[config.mk]
export PLATFORM = sky130hd
export DESIGN_NAME = clock_calendar_counter_top
export DESIGN_NICKNAME = d
export VERILOG_FILES = /design/src/clk_cal_pkg.sv /design/src/clock_calendar_counter_top.sv
export SDC_FILE = /design/constraint.sdc
export NUM_CORES = 1
export LEC_CHECK = 0
export ABC_AREA = 1
export BUFFER_PORTS_ARGS = -buffer_cell sky130_fd_sc_hd__buf_2
export CORE_MARGIN = 2
export CORE_UTILIZATION = 59
export DETAILED_ROUTE_END_ITERATION = 10
export PLACE_DENSITY = 0.84
export RECOVER_POWER = 25
export SLEW_MARGIN = 20
export SYNTH_ARGS = -nofsm -noshare
export SYNTH_HDL_FRONTEND = slang
export SYNTH_SLANG_ARGS = --single-unit
export TNS_END_PERCENT = 100
[constraint.sdc]
create_clock -name clk -period 7.7 [get_ports clk]
set_input_delay 0.77 -clock clk [delete_from_list [all_inputs] [get_ports clk]]
set_output_delay 0.77 -clock clk [all_outputs]
set_load 0.005 [all_outputs]
[src/clk_cal_pkg.sv]
// ----------------------------------------------------------------------------
// clk_cal_pkg
// Types, constants and the month length table shared by the clock and
// calendar counter.
// ----------------------------------------------------------------------------
package clk_cal_pkg;

  localparam int unsigned TICK_W  = 16;
  localparam int unsigned SEC_W   = 6;
  localparam int unsigned MIN_W   = 6;
  localparam int unsigned HOUR_W  = 5;
  localparam int unsigned FMT_W   = 2;
  localparam int unsigned WDAY_W  = 3;
  localparam int unsigned DAY_W   = 5;
  localparam int unsigned MONTH_W = 4;

  localparam logic [TICK_W-1:0]  TICKS_RESET     = 16'd1000;
  localparam logic [SEC_W-1:0]   LAST_SECOND     = 6'd59;
  localparam logic [MIN_W-1:0]   LAST_MINUTE     = 6'd59;
  localparam logic [HOUR_W-1:0]  LAST_HOUR       = 5'd23;
  localparam logic [HOUR_W-1:0]  HALF_DAY_HOURS  = 5'd12;
  localparam logic [WDAY_W-1:0]  LAST_WEEKDAY    = 3'd6;
  localparam logic [MONTH_W-1:0] LAST_MONTH      = 4'd11;
  localparam logic [DAY_W-1:0]   FIRST_DAY       = 5'd1;

  // Display format code carried with every result.
  typedef enum logic [FMT_W-1:0] {
    FMT_AM  = 2'd0,
    FMT_PM  = 2'd1,
    FMT_24H = 2'd2
  } fmt_code_t;

  // Configuration register indexes.
  typedef enum logic {
    REG_TICKS_PER_SECOND = 1'b0,
    REG_UNUSED           = 1'b1
  } reg_index_t;

  // One result item, first field in the highest bits once packed.
  typedef struct packed {
    logic [MONTH_W-1:0] month_out;
    logic [DAY_W-1:0]   day_out;
    logic [WDAY_W-1:0]  weekday_out;
    fmt_code_t          format_code;
    logic [HOUR_W-1:0]  hours_shown;
    logic [MIN_W-1:0]   minutes_out;
    logic [SEC_W-1:0]   seconds_out;
  } result_t;

  // Days in each month, no leap years.
  function automatic logic [DAY_W-1:0] month_length(input logic [MONTH_W-1:0] month);
    logic [DAY_W-1:0] len;
    unique case (month)
      4'd1:                      len = 5'd28;
      4'd3, 4'd5, 4'd8, 4'd10:   len = 5'd30;
      default:                   len = 5'd31;
    endcase
    return len;
  endfunction

endpackage

[src/clock_calendar_counter_top.sv]
// ----------------------------------------------------------------------------
// clock_calendar_counter_top
// Millisecond-tick driven time of day and calendar with a 12/24-hour display.
// ----------------------------------------------------------------------------
//
//  Channel   Direction  Payload
//  --------  ---------  ------------------------------------------------------
//  s_*       in         one tick: button_level in s_tdata[0]
//  m_*       out        one result: seconds, minutes, hours, format, weekday,
//                       day and month packed into m_tdata[30:0]
//  APB       in/out     ticks_per_second at byte address 0
//
//  A tick may be accepted in every cycle while the result output is not stalled.
//  The calendar state and the result register are written at the same edge,
//  so a result appears on m_tdata the cycle after its tick transfer.
//  The single result register sets the rate: s_tready is high whenever that
//  register is empty or is being taken in the same cycle.
//  Reset (rst, synchronous) restores 00:00:00, Monday, January 1, 24-hour
//  mode, and a period of 1000 ticks per second.
//
module clock_calendar_counter_top
  import clk_cal_pkg::*;
(
  input  logic        clk,
  input  logic        rst,
  // Tick stream.
  input  logic        s_tvalid,
  output logic        s_tready,
  input  logic [7:0]  s_tdata,     // [0] button_level, [7:1] zero
  // Result stream.
  output logic        m_tvalid,
  input  logic        m_tready,
  output logic [31:0] m_tdata,     // [5:0] seconds_out, [11:6] minutes_out,
                                   // [16:12] hours_shown, [18:17] format_code,
                                   // [21:19] weekday_out, [26:22] day_out,
                                   // [30:27] month_out, [31] zero
  // Configuration port.
  input  logic        psel,
  input  logic        penable,
  input  logic        pwrite,
  input  logic [2:0]  paddr,
  input  logic [31:0] pwdata,
  output logic [31:0] prdata,
  output logic        pready
);

  // Configuration register.
  logic [TICK_W-1:0]  ticks_per_second;

  // Clock and calendar state.
  logic [TICK_W-1:0]  tick_count;
  logic [SEC_W-1:0]   second_count;
  logic [MIN_W-1:0]   minute_count;
  logic [HOUR_W-1:0]  hour_count;
  logic               twelve_hour_flag;
  logic               button_prev;
  logic [WDAY_W-1:0]  weekday_count;
  logic [DAY_W-1:0]   day_count;
  logic [MONTH_W-1:0] month_count;

  logic [TICK_W-1:0]  tick_count_next;
  logic [SEC_W-1:0]   second_count_next;
  logic [MIN_W-1:0]   minute_count_next;
  logic [HOUR_W-1:0]  hour_count_next;
  logic               twelve_hour_flag_next;
  logic [WDAY_W-1:0]  weekday_count_next;
  logic [DAY_W-1:0]   day_count_next;
  logic [MONTH_W-1:0] month_count_next;

  logic [TICK_W-1:0]  tick_inc;
  logic               sec_step;
  logic               min_step;
  logic               hour_step;
  logic               day_step;
  logic               month_step;
  logic               button;

  result_t            result_next;
  result_t            result;
  logic               out_valid;

  logic               in_xfer;
  logic               cfg_write;
  reg_index_t         cfg_index;

  // --------------------------------------------------------------------------
  // Handshakes. The result register frees up when it is empty or when its
  // current contents leave in this cycle.
  // --------------------------------------------------------------------------
  assign s_tready = !out_valid || m_tready;
  assign in_xfer  = s_tvalid && s_tready;
  assign button   = s_tdata[0];

  // --------------------------------------------------------------------------
  // APB port. Only bit 2 of the address selects a register; the low bits are
  // the byte offset within a word.
  // --------------------------------------------------------------------------
  assign pready    = 1'b1;
  assign cfg_index = reg_index_t'(paddr[2]);
  assign cfg_write = psel && penable && pwrite && pready;

  always_comb begin
    prdata = '0;
    if (cfg_index == REG_TICKS_PER_SECOND) begin
      prdata = {16'd0, ticks_per_second};
    end
  end

  always_ff @(posedge clk) begin
    if (rst) begin
      ticks_per_second <= TICKS_RESET;
    end else if (cfg_write && cfg_index == REG_TICKS_PER_SECOND) begin
      ticks_per_second <= pwdata[TICK_W-1:0];
    end
  end

  // --------------------------------------------------------------------------
  // Counter cascade. The prescaler wraps when it reaches the period; a period
  // of zero therefore advances one second on every tick. Each stage carries
  // into the next only when it wraps, and the month only when the day passes
  // the length of the current month.
  // --------------------------------------------------------------------------
  always_comb begin
    tick_inc  = tick_count + 16'd1;
    sec_step  = (tick_inc >= ticks_per_second);
    min_step  = sec_step && (second_count == LAST_SECOND);
    hour_step = min_step && (minute_count == LAST_MINUTE);
    day_step  = hour_step && (hour_count == LAST_HOUR);
    month_step = day_step && (day_count >= month_length(month_count));

    tick_count_next   = sec_step ? '0 : tick_inc;

    second_count_next = second_count;
    if (sec_step) begin
      second_count_next = (second_count == LAST_SECOND) ? '0 : second_count + 6'd1;
    end

    minute_count_next = minute_count;
    if (min_step) begin
      minute_count_next = (minute_count == LAST_MINUTE) ? '0 : minute_count + 6'd1;
    end

    hour_count_next = hour_count;
    if (hour_step) begin
      hour_count_next = (hour_count == LAST_HOUR) ? '0 : hour_count + 5'd1;
    end

    weekday_count_next = weekday_count;
    day_count_next     = day_count;
    if (day_step) begin
      weekday_count_next = (weekday_count >= LAST_WEEKDAY) ? '0 : weekday_count + 3'd1;
      day_count_next     = month_step ? FIRST_DAY : day_count + 5'd1;
    end

    month_count_next = month_count;
    if (month_step) begin
      month_count_next = (month_count >= LAST_MONTH) ? '0 : month_count + 4'd1;
    end

    // A rising button edge flips the format, visible in this tick's result.
    twelve_hour_flag_next = twelve_hour_flag ^ (button && !button_prev);
  end

  // --------------------------------------------------------------------------
  // Result built from the updated state. Twelve-hour mode folds the afternoon
  // hours down by twelve, so noon and midnight both show zero.
  // --------------------------------------------------------------------------
  always_comb begin
    result_next.seconds_out = second_count_next;
    result_next.minutes_out = minute_count_next;
    result_next.weekday_out = weekday_count_next;
    result_next.day_out     = day_count_next;
    result_next.month_out   = month_count_next;
    if (twelve_hour_flag_next) begin
      if (hour_count_next < HALF_DAY_HOURS) begin
        result_next.hours_shown = hour_count_next;
        result_next.format_code = FMT_AM;
      end else begin
        result_next.hours_shown = hour_count_next - HALF_DAY_HOURS;
        result_next.format_code = FMT_PM;
      end
    end else begin
      result_next.hours_shown = hour_count_next;
      result_next.format_code = FMT_24H;
    end
  end

  // State registers advance only on a tick transfer.
  always_ff @(posedge clk) begin
    if (rst) begin
      tick_count       <= '0;
      second_count     <= '0;
      minute_count     <= '0;
      hour_count       <= '0;
      twelve_hour_flag <= 1'b0;
      button_prev      <= 1'b0;
      weekday_count    <= '0;
      day_count        <= FIRST_DAY;
      month_count      <= '0;
    end else if (in_xfer) begin
      tick_count       <= tick_count_next;
      second_count     <= second_count_next;
      minute_count     <= minute_count_next;
      hour_count       <= hour_count_next;
      twelve_hour_flag <= twelve_hour_flag_next;
      button_prev      <= button;
      weekday_count    <= weekday_count_next;
      day_count        <= day_count_next;
      month_count      <= month_count_next;
    end
  end

  // Result register and its valid flag.
  always_ff @(posedge clk) begin
    if (rst) begin
      out_valid <= 1'b0;
    end else if (in_xfer) begin
      out_valid <= 1'b1;
    end else if (m_tready) begin
      out_valid <= 1'b0;
    end
  end

  always_ff @(posedge clk) begin
    if (in_xfer) begin
      result <= result_next;
    end
  end

  assign m_tvalid = out_valid;
  assign m_tdata  = {1'b0, result};

  // --------------------------------------------------------------------------
  // Assertions.
  // --------------------------------------------------------------------------
  a_day_in_month: assert property (@(posedge clk) disable iff (rst)
    (day_count >= FIRST_DAY) && (day_count <= month_length(month_count)))
    else $error("day of month outside the current month");

  a_month_range: assert property (@(posedge clk) disable iff (rst)
    month_count <= LAST_MONTH)
    else $error("month index out of range");

  a_toggle_on_edge: assert property (@(posedge clk) disable iff (rst)
    in_xfer && button && !button_prev |=> twelve_hour_flag != $past(twelve_hour_flag))
    else $error("rising button edge did not toggle the hour format");

  a_twelve_hour_range: assert property (@(posedge clk) disable iff (rst)
    out_valid && (result.format_code == FMT_AM || result.format_code == FMT_PM)
      |-> result.hours_shown < HALF_DAY_HOURS)
    else $error("twelve-hour display shows an hour of twelve or more");

  a_result_follows_tick: assert property (@(posedge clk) disable iff (rst)
    in_xfer |=> out_valid && result.seconds_out == second_count)
    else $error("result does not match the updated seconds");

endmodule
==> reports/metrics.cfg, run 1 <==
[timing]
report.final.slew_viol_count = 112
hold_ws_ns = 0.4713
tightest_slew_ns = 2.738
relSlewSlack_pct = -82.51
max_freq_mhz = 227.6
hold_viol = 0
rsz0062_at_grt = false
layout_setup_ws_ns = 3.307
period_share_pct = 57.05
setup-tns-final_ns = 0
skew_ns = 0.01306
period_needed_ns = 4.393
setup_viol = 0

[synth]
synth_top_area_share_pct = 24.25
async_flop_share_pct = 0
synth.yosys.seq_area_share_pct = 41.88
synthTopCellsByCount = nand2_1 (126), inv_1 (113), a21oi_1 (65), dfxtp_1 (64), nor2_1 (47)
synth.distinct_cells = 39
ys_ff_latch = 95
syn_area_um2 = 5283
avgSynthCellArea_um2 = 7.791
syn_inst = 678
synth_most_common_cell = nand2_1
yosys_warnings = 0
synthTopCellsByArea = dfxtp_1 (24%), edfxtp_1 (18%), nand2_1 (9.0%)
synth_edf_count = 31
synthFlopType = dfxtp_1
yosysTopAreaCell = dfxtp_1

[finish]
nets = 819
n_antenna_cell = 0
fin_util_pct = 66.38
drive_gt1_share_pct = 13.31
area_delta_synth_final_pct = 9.593

[power]
p_comb_share_pct = 12.9
pwr-share-seq_pct = 54.9
power_density_nw_per_um2 = 178.2
p_sw_share_pct = 27.37
p_total_mw = 1.032
switchingPower_mw = 0.2823
clockPowerShare_pct = 32.2
power.internal_mw = 0.7493
peakVddDrop_uv = 96.15
p_leak_nw = 2.842

[placed_design]
preCtsSetupSlack_ns = 4.175
globalplace.congestion = 0.7959
portBuffers = 73
dp_hpwl_mm = 7.260

[floorplan]
initial_core_util_pct = 60.57
dieArea_um2 = 9726
die_w_um = 98.62
pin_count = 117
row_count = 34
die_height_um = 98.62
core_area_um2 = 8721

[min_path]
hold_path.class = reg2reg

[worst_setup_path]
rrSetupSlack_ns = 3.51
crit_family = buffers and inverters
end_kind = flip-flop
cp_common_cell = inv_1
critPathKind = in2reg
cp_cell_sequence = buf_2 -> inv_1 -> nand2_1 -> nand2_2 -> clkbuf_1 -> inv_1 -> buf_4 -> nor2_1 -> nor2_1 -> o21ai_0 -> inv_1
cp_num_cells = 11
critical_path_buf_inv_count = 6
startpoint_type = primary input
arrival_ns = 4.64
rr_worst_depth = 9
cp_slowest_stage_delay_ns = 1.93
critPathMaxFanout = 65
r2r-end = minute_count[4]
r2r_start = m_tvalid
cp-startpoint = m_tready
cp_slowest_cell = clkbuf_1
crit_required_ns = 7.95
critPathCapture = minute_count[4]

[grt]
track_usage_pct = 21.67
grt_max_degree = 66
grt_pass1_vias = 4118
grt_pass1_wl_mm = 17.43
overflow = 0
antenna_found_initial = 0

[clocking]
clkSinkCount = 95
cts_setup_buffers = 0
cts_tree = done
numCtsBuffers = 9
clk-insertion-delay-late_ns = 0.36
clockBufferDepth = 2
cts_hold_buf = 0
post_cts_resized = 0
clkTransAtPathRegs_ns = 0.09
ctsHtreeMaxLevel = 3
cts_root_buf = clkbuf_8

[routing]
firstDrtPassIters = 5
drt_iter0_drc = 255
drtAntennaViolNets = 0
route.detailed.wl_per_inst_um = 12.22
routed_wirelength_mm = 10.41
drc = 0
viasPerCell = 5.256
routed-via-count = 4478

[flow_run]
maxCapViolCount = 2

[run_status]
violations = max-capacitance violations, max-slew violations
status = complete, but fails checks

## stage by stage
step / instance area (um^2) / instances
2_1_floorplan: 5343 / 694
3_3_place_gp: 5612 / 836
3_5_place_dp: 5612 / 836
4_1_cts: 5807 / 852
5_1_grt: 5789 / 852
6_report: 5789 / 852
## flip-flops by register name (all words and copies together), names as in the netlist
register	flops
m_tdata	31
tick_count	16
ticks_per_second	16
minute_count	6
second_count	6
day_count	5
hour_count	5
month_count	4
weekday_count	3
button_prev	1
m_tvalid	1
twelve_hour_flag	1
## worst min-delay path by stage
stage,depth (start not counted),slack (ns),to,start
2_1_floorplan,2,0.45,tick_count[14],tick_count[14]
3_3_place_gp,2,0.46,tick_count[14],tick_count[14]
3_5_place_dp,2,0.46,tick_count[14],tick_count[14]
4_1_cts,2,0.47,tick_count[14],tick_count[14]
5_1_grt,2,0.50,tick_count[14],tick_count[14]
6_report,2,0.47,tick_count[14],tick_count[14]
## layout by cell type (no fill, tap or decap), drive strengths merged
| master | instances |
|---|---|
| buf | 63 |
| clkinvlp | 2 |
| bufinv | 1 |
| a31oi | 1 |
| and3 | 1 |
| nand2 | 131 |
| dfxtp | 64 |
| nor2 | 49 |
| ha | 30 |
| nand3 | 29 |
| or2 | 1 |
| conb | 18 |
| xor2 | 19 |
| nor3 | 7 |
| o21ai | 57 |
| edfxtp | 31 |
| a21o | 1 |
| nor4 | 6 |
| o31ai | 3 |
| clkbuf | 21 |
| nand3b | 2 |
| o211ai | 6 |
| clkinv | 3 |
| o32ai | 1 |
| xnor2 | 3 |
| nand4 | 13 |
| a21oi | 65 |
| inv | 116 |
## final cells by class
type                       instances  area [um^2]
clock inverter                     7        71.32
clock buffer                       9        123.9
multi-input combinational        443         2451
fill                             717         2932
sequential                        95         2212
timing repair buffer              75        362.8
inverter                         115        432.9
tap                              108        135.1
## cell families (layout without fill, tap and decap cells)
kind of cell	Yosys count	in the layout	synth area share [%]
and+or+nand+nor	239	239	20.70
buffers and inverters	156	206	12.91
adders and majority gates	30	30	7.106
AOI/OAI and AO/OA	134	134	13.62
DFF	95	95	41.88
other	2	18	0.1422
xor gates and xnor gates	22	22	3.648
## power by group through the flow
stage | clock network (mW) | logic [mW] | registers (mW)
detailed placement | 0 | 0.134 | 0.577
finish | 0.332 | 0.133 | 0.566
global route | 0.359 | 0.153 | 0.569
floorplan | 0 | 0.0972 | 0.576
global placement | 0 | 0.127 | 0.576
CTS | 0.336 | 0.134 | 0.566
## routing by layer
metal	track usage (%)	up-vias	share of wire, %
li1	-	2288	-
met1	25.39	2045	43
met2	39.56	129	51
met3	3.901	16	4.7
met4	7.903	0	1.5
met5	0	-	0
## tightest hold or removal path, delay by kind of cell (launching register included)
family,cells,cell delay [ns]
AND/OR/NAND/NOR,1,0.06
flip-flops,1,0.32
AO/OA/AOI/OAI,1,0.05
Power figures use the tool's default switching activity.
==> run 2: changes to the inputs <==
--- a/config.mk
+++ b/config.mk
@@ -8,9 +8,9 @@
 export ABC_AREA = 1
 export BUFFER_PORTS_ARGS = -buffer_cell sky130_fd_sc_hd__buf_2
 export CORE_MARGIN = 2
-export CORE_UTILIZATION = 59
+export CORE_UTILIZATION = 55
 export DETAILED_ROUTE_END_ITERATION = 10
-export PLACE_DENSITY = 0.84
+export PLACE_DENSITY = 0.79
 export RECOVER_POWER = 25
 export SLEW_MARGIN = 20
 export SYNTH_ARGS = -nofsm -noshare
==> constraint.sdc (replaced) <==
create_clock -name clk -period 4.05 [get_ports clk]
set_input_delay 0.405 -clock clk [delete_from_list [all_inputs] [get_ports clk]]
set_output_delay 0.405 -clock clk [all_outputs]
set_load 0.005 [all_outputs]
==> run 2 against run 1 <==
  * Sequential power is 91% higher
  * Clock-buffer cell count did not move
  * The run now ends clean
  * Via count fell by 0.51%
  * Total power up 94%
  * Register-to-register slack worse by 3.1 ns
  * Sequential share of layout area down 0.22 points
  * Final area grew 0.58%
  * First-iteration DRC count is 25% lower
==> reports/metrics.cfg, run 2 (synthesis gave the netlist of run 1 again) <==
[worst_setup_path]
r2r-end = m_tdata[16]
critPathMaxFanout = 13
rrSetupSlack_ns = 0.45
end_kind = flip-flop
cp_common_cell = nand2_1
cp-startpoint = tick_count[0]
crit_required_ns = 4.18
rr_worst_depth = 20
r2r_start = tick_count[0]
critPathCapture = m_tdata[16]
cp_slowest_cell = dfxtp_1
cp_num_cells = 20
startpoint_type = flip-flop
critical_path_buf_inv_count = 2
crit_family = simple AND/OR/NAND/NOR gates
critPathKind = reg2reg
cp_slowest_stage_delay_ns = 0.37
cp_cell_sequence = ha_1 -> nand3_1 -> nor3_1 -> nand2_1 -> nor4_1 -> xor2_1 -> inv_1 -> ha_1 -> nand2_1 -> nor3_1 -> nand2_1 -> nand2_2 -> nand3_4 -> nand2_1 -> nand2_1 -> inv_2 -> ha_1 -> nor2_1 -> nand4_1 -> o21ai_0
arrival_ns = 3.73

[grt]
antenna_found_initial = 0
grt_pass1_wl_mm = 17.60
overflow = 0
grt_pass1_vias = 4134
track_usage_pct = 21.13
grt_max_degree = 65

[finish]
largest_reg_flops = 31
multi_input_area_um2 = 2451
nets = 819
final_common_cell = nand2_1
ff_latch_area_um2 = 2212
final_cells = 873
final_cell_mix = nand2_1 (125), inv_1 (113), a21oi_1 (65)
drive_gt1_share_pct = 12.10
n_antenna_cell = 0
nFillCells = 831
area_delta_synth_final_pct = 10.23

[routing]
routed_wirelength_mm = 10.48
firstDrtPassIters = 5
viasPerCell = 5.103
drc = 0
drtAntennaViolNets = 0
route.detailed.wl_per_inst_um = 12.00
drt_iter0_drc = 191
routed-via-count = 4455

[timing]
rsz0062_at_grt = false
hold_ws_ns = 0.2421
tightest_slew_ns = 0.9090
max_freq_mhz = 277.9
relSlewSlack_pct = 39.40
layout_setup_ws_ns = 0.4519
period_share_pct = 88.84
skew_ns = 0.01202
period_needed_ns = 3.598
setup_viol = 0
report.final.slew_viol_count = 0
setup-tns-final_ns = 0
hold_viol = 0

[clocking]
post_cts_resized = 0
cts_root_buf = clkbuf_8
clkSinkCount = 95
cts_setup_buffers = 0
clk-insertion-delay-late_ns = 0.37
cts_hold_buf = 0
ctsHtreeMaxLevel = 3
clockBufferDepth = 2
clkTransAtPathRegs_ns = 0.11
numCtsBuffers = 9
cts_tree = done

[power]
p_leak_nw = 2.816
power_density_nw_per_um2 = 343.7
peakVddDrop_uv = 172.1

[floorplan]
die_w_um = 102.0
initial_core_util_pct = 56.90
core_area_um2 = 9284
dieArea_um2 = 10410
row_count = 35
die_height_um = 102.0
pin_count = 117

[run_status]
status = completed

[placed_design]
portBuffers = 73
numPlacedInstances = 857
globalplace.congestion = 0.8472
dp_hpwl_mm = 7.401
preCtsSetupSlack_ns = 0.5107

[flow_run]
maxCapViolCount = 0

[min_path]
hold_path.class = in2reg

-- run 2: final cells by class --
class                           instances  share of cell area [%]
Clock inverter                          7                   1.526
Timing Repair Buffer                   75                   6.059
Clock buffer                            9                   2.127
Multi-Input combinational cell        443                   42.09
Sequential cell                        95                   37.99
Inverter                              115                   7.434
Tap cell                              129                   2.772
-- run 2: report_power, final --
part	switching, mW	leakage (nW)	internal [mW]	total [mW]
registers	0.0311	0.835	1.04	1.08
clock network	0.374	0.106	0.302	0.676
logic	0.160	1.88	0.0899	0.250
-- run 2: worst min path at each step --
stage | cells past startpoint | start | slack, ns | to
2_1_floorplan | 2 | tick_count[14] | 0.45 | tick_count[14]
3_3_place_gp | 2 | tick_count[14] | 0.46 | tick_count[14]
3_5_place_dp | 2 | ticks_per_second[0] | 0.47 | ticks_per_second[0]
4_1_cts | 3 | pwdata[9] | 0.23 | ticks_per_second[9]
5_1_grt | 3 | pwdata[5] | 0.26 | ticks_per_second[5]
6_report | 3 | pwdata[3] | 0.24 | ticks_per_second[3]
-- run 2: routing by layer --
metal	GRT usage, %	wire, um
met1	24.13	4374
met2	39.22	5454
met3	3.010	461
met4	9.026	190
met5	0	0
-- run 2: per-stage QoR --
stage,power (mW),util (%),area [um^2]
after global placement,1.336,60.73,5638
final,2.002,62.72,5823
after floorplan,1.280,-,5343
after global routing,2.104,62.72,5823
after CTS,2.023,63.02,5851
after detailed placement,1.350,60.73,5638
-- run 2: worst min-delay path, delay by kind of cell --
family                 cells  cell delay (ns)
AND/OR/NAND/NOR            1             0.04
buffers and inverters      1             0.08
AO/OA/AOI/OAI              1             0.06
==> run 3: changes to the inputs <==
--- a/config.mk
+++ b/config.mk
@@ -7,7 +7,7 @@
 export LEC_CHECK = 0
 export ABC_AREA = 1
 export BUFFER_PORTS_ARGS = -buffer_cell sky130_fd_sc_hd__buf_2
-export CORE_MARGIN = 2
+export CORE_MARGIN = 8
 export CORE_UTILIZATION = 55
 export DETAILED_ROUTE_END_ITERATION = 10
 export PLACE_DENSITY = 0.79
==> run 3 against run 2 <==
  * Non-clock buffer count stayed put
  * First-iteration DRC count is 65% higher
  * Total power decreased by 0.92%
  * Sequential share of layout area up 0.11 points
  * Core utilization shrank 0.18 points
  * Sequential power is essentially flat
  * Via count grew 0.11%
  * Critical path type unchanged
==> reports/metrics.cfg, run 3 (synthesis gave the netlist of run 1 again) <==
[run_status]
status = completed

[grt]
overflow = 0
grt_max_degree = 65
track_usage_pct = 17.34
grt_pass1_vias = 4342
antenna_found_initial = 0
grt_pass1_wl_mm = 18.89

[power]
power_density_nw_per_um2 = 341.5
p_leak_nw = 2.794
peakVddDrop_uv = 169.8

[routing]
firstDrtPassIters = 4
routed-via-count = 4460
routed_wirelength_mm = 10.98
drc = 0
drtAntennaViolNets = 0
route.detailed.wl_per_inst_um = 12.58
drt_iter0_drc = 316
viasPerCell = 5.109

[worst_setup_path]
arrival_ns = 3.71
critPathKind = reg2reg
startpoint_type = flip-flop
end_kind = flip-flop
crit_required_ns = 4.18
critPathMaxFanout = 13

[timing]
period_share_pct = 88.33
report.final.slew_viol_count = 0
setup_viol = 0
hold_ws_ns = 0.2492
hold_viol = 0
period_needed_ns = 3.578
tightest_slew_ns = 0.8919
layout_setup_ws_ns = 0.4725
relSlewSlack_pct = 40.54
skew_ns = 0.01610
rsz0062_at_grt = false
setup-tns-final_ns = 0
max_freq_mhz = 279.5

[placed_design]
portBuffers = 73
preCtsSetupSlack_ns = 0.4986
numPlacedInstances = 857
dp_hpwl_mm = 7.849
globalplace.congestion = 0.8123

[finish]
final_common_cell = nand2_1
drive_gt1_share_pct = 11.42
area_delta_synth_final_pct = 9.924
largest_reg_flops = 31
n_antenna_cell = 0
nets = 819
final_cells = 873
final_cell_mix = nand2_1 (125), inv_1 (113), a21oi_1 (65)

[clocking]
cts_setup_buffers = 0
cts_tree = done
ctsHtreeMaxLevel = 3
clockBufferDepth = 2
clk-insertion-delay-late_ns = 0.37
post_cts_resized = 0
clkTransAtPathRegs_ns = 0.10
cts_root_buf = clkbuf_8
clkSinkCount = 95
cts_hold_buf = 0
numCtsBuffers = 9

[floorplan]
row_count = 35
die_height_um = 114.0
dieArea_um2 = 13000
core_area_um2 = 9284
initial_core_util_pct = 56.90
pin_count = 117
die_w_um = 114.0

[flow_run]
maxCapViolCount = 0

[min_path]
hold_path.class = in2reg

==> run 3: where the power goes <==
group          total (mW)  switching (mW)  leakage [nW]  internal [mW]
Sequential           1.08          0.0318         0.835           1.04
Clock               0.654           0.361        0.0982          0.293
Combinational       0.253           0.163          1.86         0.0899
==> run 3: layout make-up <==
class	count	area, um^2
tap	129	161.4
clock inverter	7	78.83
timing repair buffer	75	346.6
fill	808	3477
multi-input combinational	443	2451
inverter	115	432.9
sequential	95	2212
clock buffer	9	123.9
==> run 3: critical path, cell delays in order (launching register included) <==
cell and delay (ns):
dfxtp_1 0.38, ha_1 0.20, nand3_1 0.15, nor3_1 0.30, nand2_1 0.12, nor4_1 0.26, xor2_1 0.17, inv_1 0.07
ha_1 0.27, nand2_1 0.06, nor3_1 0.17, nand2_1 0.08, nand2_2 0.25, nand3_4 0.18, nand2_1 0.10, nand2_1 0.10
inv_2 0.10, ha_1 0.16, nor2_1 0.06, nand4_1 0.08, o21ai_0 0.07
==> run 3: layer usage <==
layer	wire length (um)	track usage, %	part of all wire [%]
met2	5502	31.27	50
met1	4700	19.19	43
met4	204	6.655	1.9
met5	0	0	0
met3	573	4.226	5.2
==> run 3: path summary, 6_finish.rpt <==
kind                                     start                   to  cells after the start  slack, ns
worst min-delay path                 pwdata[5]  ticks_per_second[5]                      3       0.25
worst max register to register   tick_count[0]          m_tdata[16]                     20       0.47
worst min register to register  tick_count[14]       tick_count[14]                      2       0.47
worst max-delay path             tick_count[0]          m_tdata[16]                     20       0.47
==> run 3: metrics by stage <==
stage	total power, mW	cell area, um^2	utilization [%]
global placement	1.338	5638	60.73
CTS	1.999	5841	62.91
global route	2.084	5807	62.55
floorplan	1.280	5343	-
detailed placement	1.354	5638	60.73
finish	1.983	5807	62.55
